`src/rtl/sct_pkg.sv`:
```
// package: constants, quarter-wave table and shared types for the sine/cosine block
package sct_pkg;

  localparam logic CmdSine   = 1'b0;
  localparam logic CmdCosine = 1'b1;

  localparam int unsigned AngleW  = 24;
  localparam int unsigned ResultW = 17;
  localparam int unsigned RomW    = 16;
  localparam int unsigned IdxW    = 7;
  localparam int unsigned FracW   = 8;
  localparam int unsigned WholeW  = 16;
  localparam int unsigned DiffW   = 11;

  localparam logic [AngleW:0]   CosOffset   = 25'd69120;
  localparam logic [WholeW-1:0] RecipMul    = 16'd46604;
  localparam logic [WholeW-1:0] FullTurn    = 16'd360;
  localparam logic [8:0]        HalfTurn    = 9'd180;
  localparam logic [7:0]        QuarterTurn = 8'd90;
  localparam logic [7:0]        MirrorBase  = 8'd180;
  localparam logic [7:0]        MirrorFrac  = 8'd179;
  localparam logic [FracW-1:0]  FracMax     = 8'd255;
  localparam logic [IdxW-1:0]   LastIdx     = 7'd90;

  localparam logic [RomW-1:0] QuarterRom [91] = '{
    16'd0,
    16'd1145,  16'd2289,  16'd3435,  16'd4572,  16'd5716,  16'd6853,  16'd7989,  16'd9125,
    16'd10255, 16'd11385, 16'd12508, 16'd13631, 16'd14745, 16'd15859, 16'd16963, 16'd18067,
    16'd19165, 16'd20253, 16'd21342, 16'd22417, 16'd23489, 16'd24553, 16'd25610, 16'd26659,
    16'd27703, 16'd28731, 16'd29755, 16'd30773, 16'd31777, 16'd32772, 16'd33756, 16'd34734,
    16'd35697, 16'd36649, 16'd37594, 16'd38523, 16'd39445, 16'd40350, 16'd41247, 16'd42131,
    16'd42998, 16'd43856, 16'd44701, 16'd45528, 16'd46344, 16'd47147, 16'd47931, 16'd48708,
    16'd49461, 16'd50205, 16'd50933, 16'd51646, 16'd52342, 16'd53022, 16'd53686, 16'd54334,
    16'd54969, 16'd55579, 16'd56180, 16'd56760, 16'd57322, 16'd57866, 16'd58394, 16'd58908,
    16'd59399, 16'd59871, 16'd60327, 16'd60768, 16'd61184, 16'd61584, 16'd61969, 16'd62330,
    16'd62677, 16'd63000, 16'd63304, 16'd63593, 16'd63858, 16'd64108, 16'd64334, 16'd64545,
    16'd64731, 16'd64903, 16'd65049, 16'd65177, 16'd65289, 16'd65377, 16'd65449, 16'd65501,
    16'd65527, 16'd65535
  };

  typedef struct packed {
    logic [IdxW-1:0]  y;
    logic [FracW-1:0] frac;
    logic             neg;
  } sct_fold_t;

  function automatic logic [RomW-1:0] rom_read(input logic [IdxW-1:0] idx);
    logic [IdxW-1:0] i;
    i = (idx > LastIdx) ? LastIdx : idx;
    return QuarterRom[i];
  endfunction

endpackage

```
`src/rtl/sine_cosine_table_interpolate.sv`:
```
// top level: sine/cosine by quarter-wave table lookup with linear interpolation
//
//   channel | signals                          | direction
//   --------+----------------------------------+----------
//   input   | in_valid_i, in_ready_o, cmd_i,   | in
//           | angle_i                          |
//   result  | out_valid_o, out_ready_i,        | out
//           | result_o                         |
//
// four register stages: input, quotient, table read, result
// one transaction per cycle unless the result stalls; the result is valid once it has passed the later stages
// the quotient multiply and the interpolation multiply set the stage split
// reset clears only the stage valid bits; no clearing pass
// a stalled result freezes every stage and drops in_ready_o
module sine_cosine_table_interpolate (
  input  logic                               clk_i,
  input  logic                               rst_ni,
  input  logic                               in_valid_i,
  output logic                               in_ready_o,
  input  logic                               cmd_i,
  input  logic [sct_pkg::AngleW-1:0]         angle_i,
  output logic                               out_valid_o,
  input  logic                               out_ready_i,
  output logic [sct_pkg::ResultW-1:0]        result_o
);
  import sct_pkg::*;

  logic              en;
  logic [3:0]        valid_q;
  logic [3:0]        valid_d;
  sct_fold_t         fold;

  assign en      = ~valid_q[3] | out_ready_i;
  assign valid_d = {valid_q[2:0], in_valid_i};

  always_ff @(posedge clk_i or negedge rst_ni) begin
    if (!rst_ni) begin
      valid_q <= '0;
    end else if (en) begin
      valid_q <= valid_d;
    end
  end

  sct_reduce u_reduce (
    .clk_i   (clk_i),
    .rst_ni  (rst_ni),
    .en_i    (en),
    .cmd_i   (cmd_i),
    .angle_i (angle_i),
    .fold_o  (fold)
  );

  sct_interp u_interp (
    .clk_i    (clk_i),
    .en_i     (en),
    .fold_i   (fold),
    .result_o (result_o)
  );

  assign in_ready_o  = en;
  assign out_valid_o = valid_q[3];

endmodule

```
`src/rtl/sct_reduce.sv`:
```
// angle reduction: offset, magnitude, whole degrees mod 360, half-turn fold and mirror
module sct_reduce (
  input  logic                                 clk_i,
  input  logic                                 rst_ni,
  input  logic                                 en_i,
  input  logic                                 cmd_i,
  input  logic [sct_pkg::AngleW-1:0]           angle_i,
  output sct_pkg::sct_fold_t                   fold_o
);
  import sct_pkg::*;

  logic                 cmd_q;
  logic [AngleW-1:0]    angle_q;
  logic [AngleW:0]      ofs;
  logic [AngleW:0]      a;
  logic [AngleW:0]      mag;
  logic                 neg_d;
  logic [WholeW-1:0]    whole_d;
  logic [FracW-1:0]     frac_d;
  logic [31:0]          prod;
  logic [IdxW-1:0]      quot_d;

  logic [WholeW-1:0]    whole_q;
  logic [IdxW-1:0]      quot_q;
  logic [FracW-1:0]     frac_q;
  logic                 neg_q;

  logic [WholeW-1:0]    base;
  logic [WholeW-1:0]    rem;
  logic [8:0]           y9;
  logic [7:0]           y8;
  logic [FracW-1:0]     frac_f;
  logic                 neg_f;

  always_ff @(posedge clk_i) begin
    if (en_i) begin
      cmd_q   <= cmd_i;
      angle_q <= angle_i;
    end
  end

  always_comb begin
    ofs     = (cmd_q == CmdCosine) ? CosOffset : '0;
    a       = {angle_q[AngleW-1], angle_q} - ofs;
    neg_d   = a[AngleW];
    mag     = neg_d ? (~a + 25'd1) : a;
    whole_d = mag[AngleW-1:FracW];
    frac_d  = mag[FracW-1:0];
    prod    = {16'd0, whole_d} * {16'd0, RecipMul};
    quot_d  = prod[30:24];
  end

  always_ff @(posedge clk_i) begin
    if (en_i) begin
      whole_q <= whole_d;
      quot_q  <= quot_d;
      frac_q  <= frac_d;
      neg_q   <= neg_d;
    end
  end

  always_comb begin
    base   = {9'd0, quot_q} * FullTurn;
    rem    = whole_q - base;
    y9     = rem[8:0];
    neg_f  = neg_q;
    frac_f = frac_q;
    if (y9 >= HalfTurn) begin
      y9    = y9 - HalfTurn;
      neg_f = ~neg_q;
    end
    y8 = y9[7:0];
    if (y8 >= QuarterTurn) begin
      if (frac_q != '0) begin
        y8     = MirrorFrac - y8;
        frac_f = FracMax - frac_q;
      end else begin
        y8 = MirrorBase - y8;
      end
    end
    fold_o.y    = y8[IdxW-1:0];
    fold_o.frac = frac_f;
    fold_o.neg  = neg_f;
  end

  logic unused_rst;
  assign unused_rst = rst_ni;

endmodule

```
`src/rtl/sct_interp.sv`:
```
// table read, linear interpolation and sign application
module sct_interp (
  input  logic                          clk_i,
  input  logic                          en_i,
  input  sct_pkg::sct_fold_t            fold_i,
  output logic [sct_pkg::ResultW-1:0]   result_o
);
  import sct_pkg::*;

  logic [RomW-1:0]    rom_lo;
  logic [RomW-1:0]    rom_hi;
  logic [RomW-1:0]    diff;

  logic [RomW-1:0]    v0_q;
  logic [DiffW-1:0]   diff_q;
  logic [FracW-1:0]   frac_q;
  logic               neg_q;

  logic [15:0]        step;
  logic [RomW-1:0]    v;
  logic [ResultW-1:0] result_d;
  logic [ResultW-1:0] result_q;

  always_comb begin
    rom_lo = rom_read(fold_i.y);
    rom_hi = rom_read(fold_i.y + 7'd1);
    diff   = rom_hi - rom_lo;
  end

  always_ff @(posedge clk_i) begin
    if (en_i) begin
      v0_q   <= rom_lo;
      diff_q <= diff[DiffW-1:0];
      frac_q <= fold_i.frac;
      neg_q  <= fold_i.neg;
    end
  end

  always_comb begin
    step = {8'd0, diff_q[DiffW-1:3]} * {8'd0, frac_q};
    v    = v0_q + {5'd0, step[15:5]};
    if (neg_q && (v != '0)) begin
      result_d = ~{1'b0, v} + 17'd1;
    end else begin
      result_d = {1'b0, v};
    end
  end

  always_ff @(posedge clk_i) begin
    if (en_i) begin
      result_q <= result_d;
    end
  end

  assign result_o = result_q;

endmodule

```
`config.mk`:
```
export PLATFORM = sky130hd
export DESIGN_NAME = sine_cosine_table_interpolate
export DESIGN_NICKNAME = d
export VERILOG_FILES = /design/src/rtl/sct_pkg.sv /design/src/rtl/sine_cosine_table_interpolate.sv /design/src/rtl/sct_reduce.sv /design/src/rtl/sct_interp.sv
export SDC_FILE = /design/constraint.sdc
export NUM_CORES = 1
export LEC_CHECK = 0
export BUFFER_PORTS_ARGS = -buffer_cell sky130_fd_sc_hd__buf_2
export CORE_MARGIN = 3
export CORE_UTILIZATION = 45
export CTS_CLUSTER_DIAMETER = 100
export DETAILED_ROUTE_END_ITERATION = 10
export GPL_TIMING_DRIVEN = 0
export HOLD_SLACK_MARGIN = 0.08
export MAX_ROUTING_LAYER = met4
export PLACE_DENSITY_LB_ADDON = 0.2
export SLEW_MARGIN = 20
export SYNTH_ARGS = -nofsm -noshare
export SYNTH_HDL_FRONTEND = slang
export SYNTH_SLANG_ARGS = --single-unit
```
`constraint.sdc`:
```
create_clock -name clk_i -period 10.5 [get_ports clk_i]
set_input_delay 2.1 -clock clk_i [delete_from_list [all_inputs] [get_ports clk_i]]
set_output_delay 2.1 -clock clk_i [all_outputs]
set_load 0.05 [all_outputs]
```
# [Word-level counts from Yosys, hierarchy flattened]
# Memory sizes are Yosys's and may differ from the RTL's.
# Index checks and enable logic that the tools add are counted.
[classes] add_sub_neg=11 muxes=15 bitwise=7 n_reduce_logical=3 mul=3 order_cmp=6
[op_table] operator="16-bit two-way mux" n=3
[op_table] operator="16-bit by 14-bit multiplier with 29-bit output, second input constant" n=1
[op_table] operator="7-bit two-way mux" n=4
[op_table] operator="24-bit by 18-bit subtractor with 25-bit output" n=1
[op_table] operator="24-bit by 1-bit adder with 24-bit output, second input constant" n=1
[op_table] operator="24-bit two-way mux" n=1
[op_table] operator="8-bit two-way mux" n=3
[op_table] operator="24-bit NOT" n=1
[op_table] operator="11-bit two-way mux" n=2
[op_table] operator="17-bit by 1-bit adder with 17-bit output, second input constant" n=1
[op_table] operator="17-bit two-way mux" n=1
[op_table] operator="16-bit NOT with 17-bit output" n=1
[op_table] operator="16-bit by 11-bit adder with 16-bit output" n=1
[op_table] operator="8-bit greater-or-equal comparator, second input constant" n=2
[op_table] operator="8-bit by 8-bit multiplier with 16-bit output" n=1
[op_table] operator="7-bit NOT with 8-bit output" n=2
[op_table] operator="16-bit nonzero test" n=1
[op_table] operator="7-bit > comparator, second input constant" n=2
[op_table] operator="6-bit by 7-bit subtractor with 7-bit output, first input constant" n=2
[op_table] operator="11-bit subtractor" n=1
[op_table] operator="9-bit by 8-bit greater-or-equal comparator with 1-bit output, second input constant" n=1
[op_table] operator="9-bit subtractor" n=1
[op_table] operator="8-bit by 7-bit greater-or-equal comparator with 1-bit output, second input constant" n=1
[op_table] operator="8-bit nonzero test" n=1
[op_table] operator="8 further kinds" n=9
[totals] n_memories=2 register_bits=107 elab_cells=60 out_inout_bits=19 romBits=4096
[memory_table] name="(name not given)" words=128 word_bits=16 rd=1 rd_clocked_by_memory_dff=0 wr=0 line_no="sct_pkg.sv:50" source="return QuarterRom[i];"
[memory_table] name="(name not given)" words=128 word_bits=16 rd=1 rd_clocked_by_memory_dff=0 wr=0 line_no="sct_pkg.sv:50"

# [Longest topological paths before layout]
[logic_depth] depth_word=15 mapped_depth=48 ltp_nobuf=42

# [Hierarchy]
# From an unflattened synthesis, not the netlist that was laid out.
[unflattened] cells_unflattened=1843 hier_area_um2=15753.9
[by_module_without_submodules] module="sct_interp" area_per_inst_um2=8772.2 seq_area_each_um2=1501.4 n_inst=1 cells_each=1169
[by_module_without_submodules] module="sct_reduce" area_per_inst_um2=6815.3 seq_area_each_um2=1471.4 n_inst=1 cells_each=665
[by_module_without_submodules] module="sine_cosine_table_interpolate" area_per_inst_um2=166.4 seq_area_each_um2=100.1 n_inst=1 cells_each=9

# [Worst setup path after synthesis]
# No wires, ideal clock.
[synth_path] path_kind="register -> register" startpoint="register u_reduce.quot_q[2]" endpoint="register u_interp.diff_q[8], data pin" n_path_buf=6 period_less_slack_ns=9.536 stages_incl_launch_ff=45 setup_slack_ns=0.964 arrival_ns=9.276 t_required_ns=10.240 path_cell_list="edfxtp_1 -> ha_1 -> ha_1 -> inv_1 -> fa_1 -> inv_1 -> ha_1 -> inv_1 -> ha_1 -> inv_1 -> a21oi_1 -> nor2_1 -> xnor2_1 -> a221o_1 -> nand3_1 -> o221ai_1 -> or3_1 -> buf_2 -> (+9 left out) -> ha_1 -> clkbuf_1 -> and2_0 -> clkbuf_1 -> a21oi_1 -> a211oi_1 -> a21oi_1 -> a21oi_1 -> a21oi_1 -> ha_1 -> o21ai_0 -> nand2b_1 -> a21oi_1 -> a41oi_2 -> o21a_2 -> a211oi_1 -> o21bai_2 -> xor2_1"
[synth_via] elab_chain_cells=15 elab_cells_between_ends=24
[synth_lines] element="start: declaration" line_no="sct_reduce.sv:24" source="logic [IdxW-1:0] quot_q;"
[synth_lines] element="start signal: assignment" line_no="sct_reduce.sv:56" source="quot_q <= quot_d;"
[synth_lines] element="7-bit by 6-bit multiplier with 6-bit output *" line_no="sct_reduce.sv:63" source="base = {9'd0, quot_q} * FullTurn;"
[synth_lines] element="9-bit subtractor *" line_no="sct_reduce.sv:64" source="rem = whole_q - base;"
[synth_lines] element="8-bit subtractor / 9-bit by 8-bit greater-or-equal comparator with 1-bit output (equally long branches)" line_no="sct_reduce.sv:69, sct_reduce.sv:68"
[synth_lines] element="8-bit two-way mux *" line_no="sct_reduce.sv:68" source="if (y9 >= HalfTurn) begin"
[synth_lines] element="6-bit by 7-bit subtractor with 7-bit output (on tied branches)" line_no="sct_reduce.sv:78, sct_reduce.sv:75"
[synth_lines] element="7-bit two-way mux" line_no="sct_reduce.sv:74" source="if (frac_q != '0) begin"
[synth_lines] element="7-bit two-way mux *" line_no="sct_reduce.sv:73" source="if (y8 >= QuarterTurn) begin"
[synth_lines] element="7-bit by 1-bit adder with 7-bit output" line_no="sct_interp.sv:26" source="rom_hi = rom_read(fold_i.y + 7'd1);"
[synth_lines] element="7-bit > comparator" line_no="sct_pkg.sv:49" source="i = (idx > LastIdx) ? LastIdx : idx;"
[synth_lines] element="7-bit two-way mux" line_no="sct_pkg.sv:49"
[synth_lines] element="7-bit NOT with 8-bit output (not written as such)" line_no="sct_pkg.sv:50"
[synth_lines] element="memory read 128 x 16 bit"
[synth_lines] element="11-bit two-way mux (not written as such) (2 in a row)" line_no="sct_pkg.sv:50"
[synth_lines] element="11-bit subtractor *" line_no="sct_interp.sv:27" source="diff = rom_hi - rom_lo;"
[synth_lines] element="named net u_interp.diff[8]" line_no="sct_interp.sv:12" source="logic [RomW-1:0] diff;"
[synth_lines] element="end signal: assignment" line_no="sct_interp.sv:33" source="diff_q <= diff[DiffW-1:0];"
[synth_lines] element="end: declaration" line_no="sct_interp.sv:15" source="logic [DiffW-1:0] diff_q;"
# Mark *: on every way through the listed nets, which the timed path passes. The rest lies on a longest branch. The select of a mux whose other input is x is not followed.
# A chain may end at the register's enable or synchronous reset.

# [Worst setup path after layout]
[layout_path] startpoint="register u_reduce.quot_q[2]" endpoint="register u_interp.diff_q[10], data pin"
# The elaborated chain is that of the path after synthesis.

==> flow_summary.ini <==
[synthesis]
synth_area_leaders = sky130_fd_sc_hd__edfxtp_1 (19%), sky130_fd_sc_hd__ha_1 (16%), sky130_fd_sc_hd__fa_1 (12%)
synth-edff-count = 99
synth_simple_gate_area_frac = 0.1653
ys_async_sr_fraction = 0.03883
synth_cells = 1769
netlist.area_leader.share = 0.1938
number_of_storage_elements_in_the_synthesis_netlist = 103
synth_fa_ha_area_frac = 0.2839
synth_compound_gate_area_share = 0.2066
yosys_warnings = 0
synth_top_flop_cell = sky130_fd_sc_hd__edfxtp_1
synth_mux_area_frac = 0.01541
synth.largest_area_cell = sky130_fd_sc_hd__edfxtp_1
mappedNetlistArea_um2 = 15340
synth_sequential_area_ratio = 0.2003
synth-xor-area-share = 0.06670
yosys.cell_count.top_type = sky130_fd_sc_hd__ha_1
syn-mean-instance-area_um2 = 8.674
synth_cell_types = 103
synth_commonest_cells = sky130_fd_sc_hd__ha_1 (201), sky130_fd_sc_hd__nand2_1 (187), sky130_fd_sc_hd__inv_1 (156)
syn_nets = 2091
synth_top_family_by_area = adder cells

[clocking]
clock_insertion_delay_at_the_later_pin_of_the_skew_report_ps = 370
ctsHtreeMaxLevel = 3
numClockSinks = 103
clk_root_buffer_cell = sky130_fd_sc_hd__clkbuf_16
tritoncts = yes
cts_inserted_buffers = 9
holdBufCountCts = 0
clockBufferDepth = 2
worst_setup_hold_path_clk_slew_ps = 70

[worst_setup_path]
path_class = flip-flop to flip-flop
r2r.worst_path.cells = 40
timing.critical_path.from_type = flip-flop
regToRegStartpoint = u_reduce.quot_q[2]
worst-r2r-setup-slack_ps = 510
worstPathArrival_ps = 10100
setup.worst_path.start = u_reduce.quot_q[2]
cp_slowest_stage_delay_ps = 540
rr_endpoint = u_interp.diff_q[10]
cp_data_required_time_ps = 10610
end_kind = flip-flop
timing.critical_path.fanout_max = 10
cp_slowest_cell = sky130_fd_sc_hd__or4_1

[detailed_routing]
drt-initial-drc-count = 1219
vias_post_dr = 13940
detail_route.first_pass.iterations = 5
detail_route.vias_per_cell = 6.125
drtAntennaViolNets = 0
route.detailed.drc = 0
route.detailed.wl_per_inst_um = 21.03
wirelength_um = 47850

[timing]
max_slew.worst_pin.slew_ps = 1038
clock.fmax_ghz = 0.1001
final.min_clock_period_ps = 9990
fin_crit_sh = 0.9514
final_hold_viol_count = 0
whs_ps = 470.5
fin_worst_skew_ps = 10.86
timing.setup.tns_ps = 0
slew_headroom = 0.3030
rsz_0062_raised_after_global_routing = false
finalSetupViolations = 0
final_max_slew_viol_count = 0

[placement]
gp_routability_congestion = 1.022
postPlaceCellArea_um2 = 16170
hpwl_um = 37980
placement.io_buffers = 47

[global_routing]
globalRouteMet2Util = 0.4826
gr_ovfl_total = 0
global_route.usage.met3 = 0.03952
largest_net_degree_at_the_start_of_global_routing = 55
grt_util_all_layers = 0.2736
first_global_vias = 14000
antenna_found_initial = 0
grt_pass1_wl_um = 76020
grtUsageMet1 = 0.3126
grt_most_used_layer = met2

[worst_hold_path]
min-delay-path-class = flip-flop to flip-flop
min_path_cells = 1
timing.hold.worst.start = valid_q[2]
hold_path_end = valid_q[3]

[finish]
drive_gt1_frac = 0.08888
postLayoutCellArea_um2 = 16680
area_growth_pct = 8.725
diodes = 0
layout.nets = 2151

[floorplanning]
die_area_um2 = 36350
die_h_um = 190.7
effective_utilization_at_floorplan = 0.4645
rows = 66
die_width_um = 190.7
fp.coreArea_um2 = 33030
ioPinCount = 48

[job]
max_cap_violations = 0

[outcome]
result_of_the_run = completed
## how the worst max path moves through the flow
stage | cells past startpoint | endpoint | slack, ps
after floorplan | 44 | u_interp.diff_q[8] | 960
after global placement | 43 | u_interp.diff_q[10] | -1420
after detailed placement | 47 | u_interp.diff_q[8] | -1370
after CTS | 47 | u_interp.diff_q[10] | 7
after global routing | 47 | u_interp.diff_q[10] | 10
final | 40 | u_interp.diff_q[10] | 510
## sequential cells by signal, summed over array words and instances, names as in the netlist
name and flops:
u_interp.v0_q 16, u_reduce.whole_q 9, u_reduce.frac_q 8, u_interp.diff_q 8, valid_q 4, u_reduce.angle_q 24, u_interp.frac_q 8, u_interp.result_o 17
u_reduce.cmd_q 1, u_reduce.neg_q 1, u_interp.neg_q 1, u_reduce.quot_q 6
## area by class of cell
| type | count | area [um2] |
|---|---|---|
| well taps | 442 | 553.0 |
| plain buffers | 83 | 356.6 |
| clock buffers | 9 | 225.2 |
| repair buffers | 53 | 300.3 |
| multi-input cells | 1420 | 11500 |
| fillers | 3152 | 16350 |
| clock inverters | 7 | 78.83 |
| flip-flops and latches | 103 | 3073 |
| inverters | 159 | 596.8 |
## metal layers
layer | vias up | wire (um)
met1 | 6725 | 18720
met4 | 0 | 1999
met2 | 598 | 23910
met3 | 152 | 3226
li1 | 6465 | -
met5 | - | 0
## critical path: cells and delay by family (launching register included)
kind | cells | cell delay (ps)
and+or+nand+nor | 6 | 1200
xor gates and xnor gates | 5 | 1100
DFF | 1 | 430
AOI/OAI and AO/OA | 15 | 3180
adders and majority gates | 7 | 2230
buffers and inverters | 7 | 1600
## cells in the final DEF, fill, tap and decap left out, types with 39 or more instances in the layout
cell type	netlist	layout
sky130_fd_sc_hd__xnor2_1	74	71
sky130_fd_sc_hd__and2_1	39	39
sky130_fd_sc_hd__edfxtp_1	99	99
sky130_fd_sc_hd__a21oi_1	111	109
sky130_fd_sc_hd__nand2_1	187	185
sky130_fd_sc_hd__buf_2	10	56
sky130_fd_sc_hd__ha_1	201	198
sky130_fd_sc_hd__nor3_1	53	50
sky130_fd_sc_hd__fa_1	92	92
sky130_fd_sc_hd__inv_1	156	156
sky130_fd_sc_hd__clkbuf_1	64	54
sky130_fd_sc_hd__nor2_1	130	130
sky130_fd_sc_hd__o21ai_0	81	80
## through the flow
step / std cells / setup slack [ps] / utilization
after detailed placement: 2259 / -1368 / 0.4896
after floorplan: 1769 / 964.2 / -
final: 2276 / 509.8 / 0.5050
after CTS: 2274 / 6.653 / 0.5005
after global routing: 2276 / 11.67 / 0.5050
after global placement: 2258 / -1419 / 0.4884
## repair_timing
action                                  4_1_cts  5_1_grt
resized for setup                            16       28
cloned                                        0        0
pin swaps                                     4        3
setup buffers                                 2        3
hold endpoints to repair                      0        0
endpoints found under the setup margin        8        7
## cell families (layout without fill, tap and decap cells)
kind of cell	after synthesis	after routing
and+or+nand+nor	538	538
AOI/OAI and AO/OA	459	459
adders and majority gates	293	293
buffers and inverters	246	311
xor gates and xnor gates	108	108
DFF	103	103
muxes	22	22
Power is not shown: default switching activity piles up to over one toggle a cycle in this logic, so the estimate is an artifact.
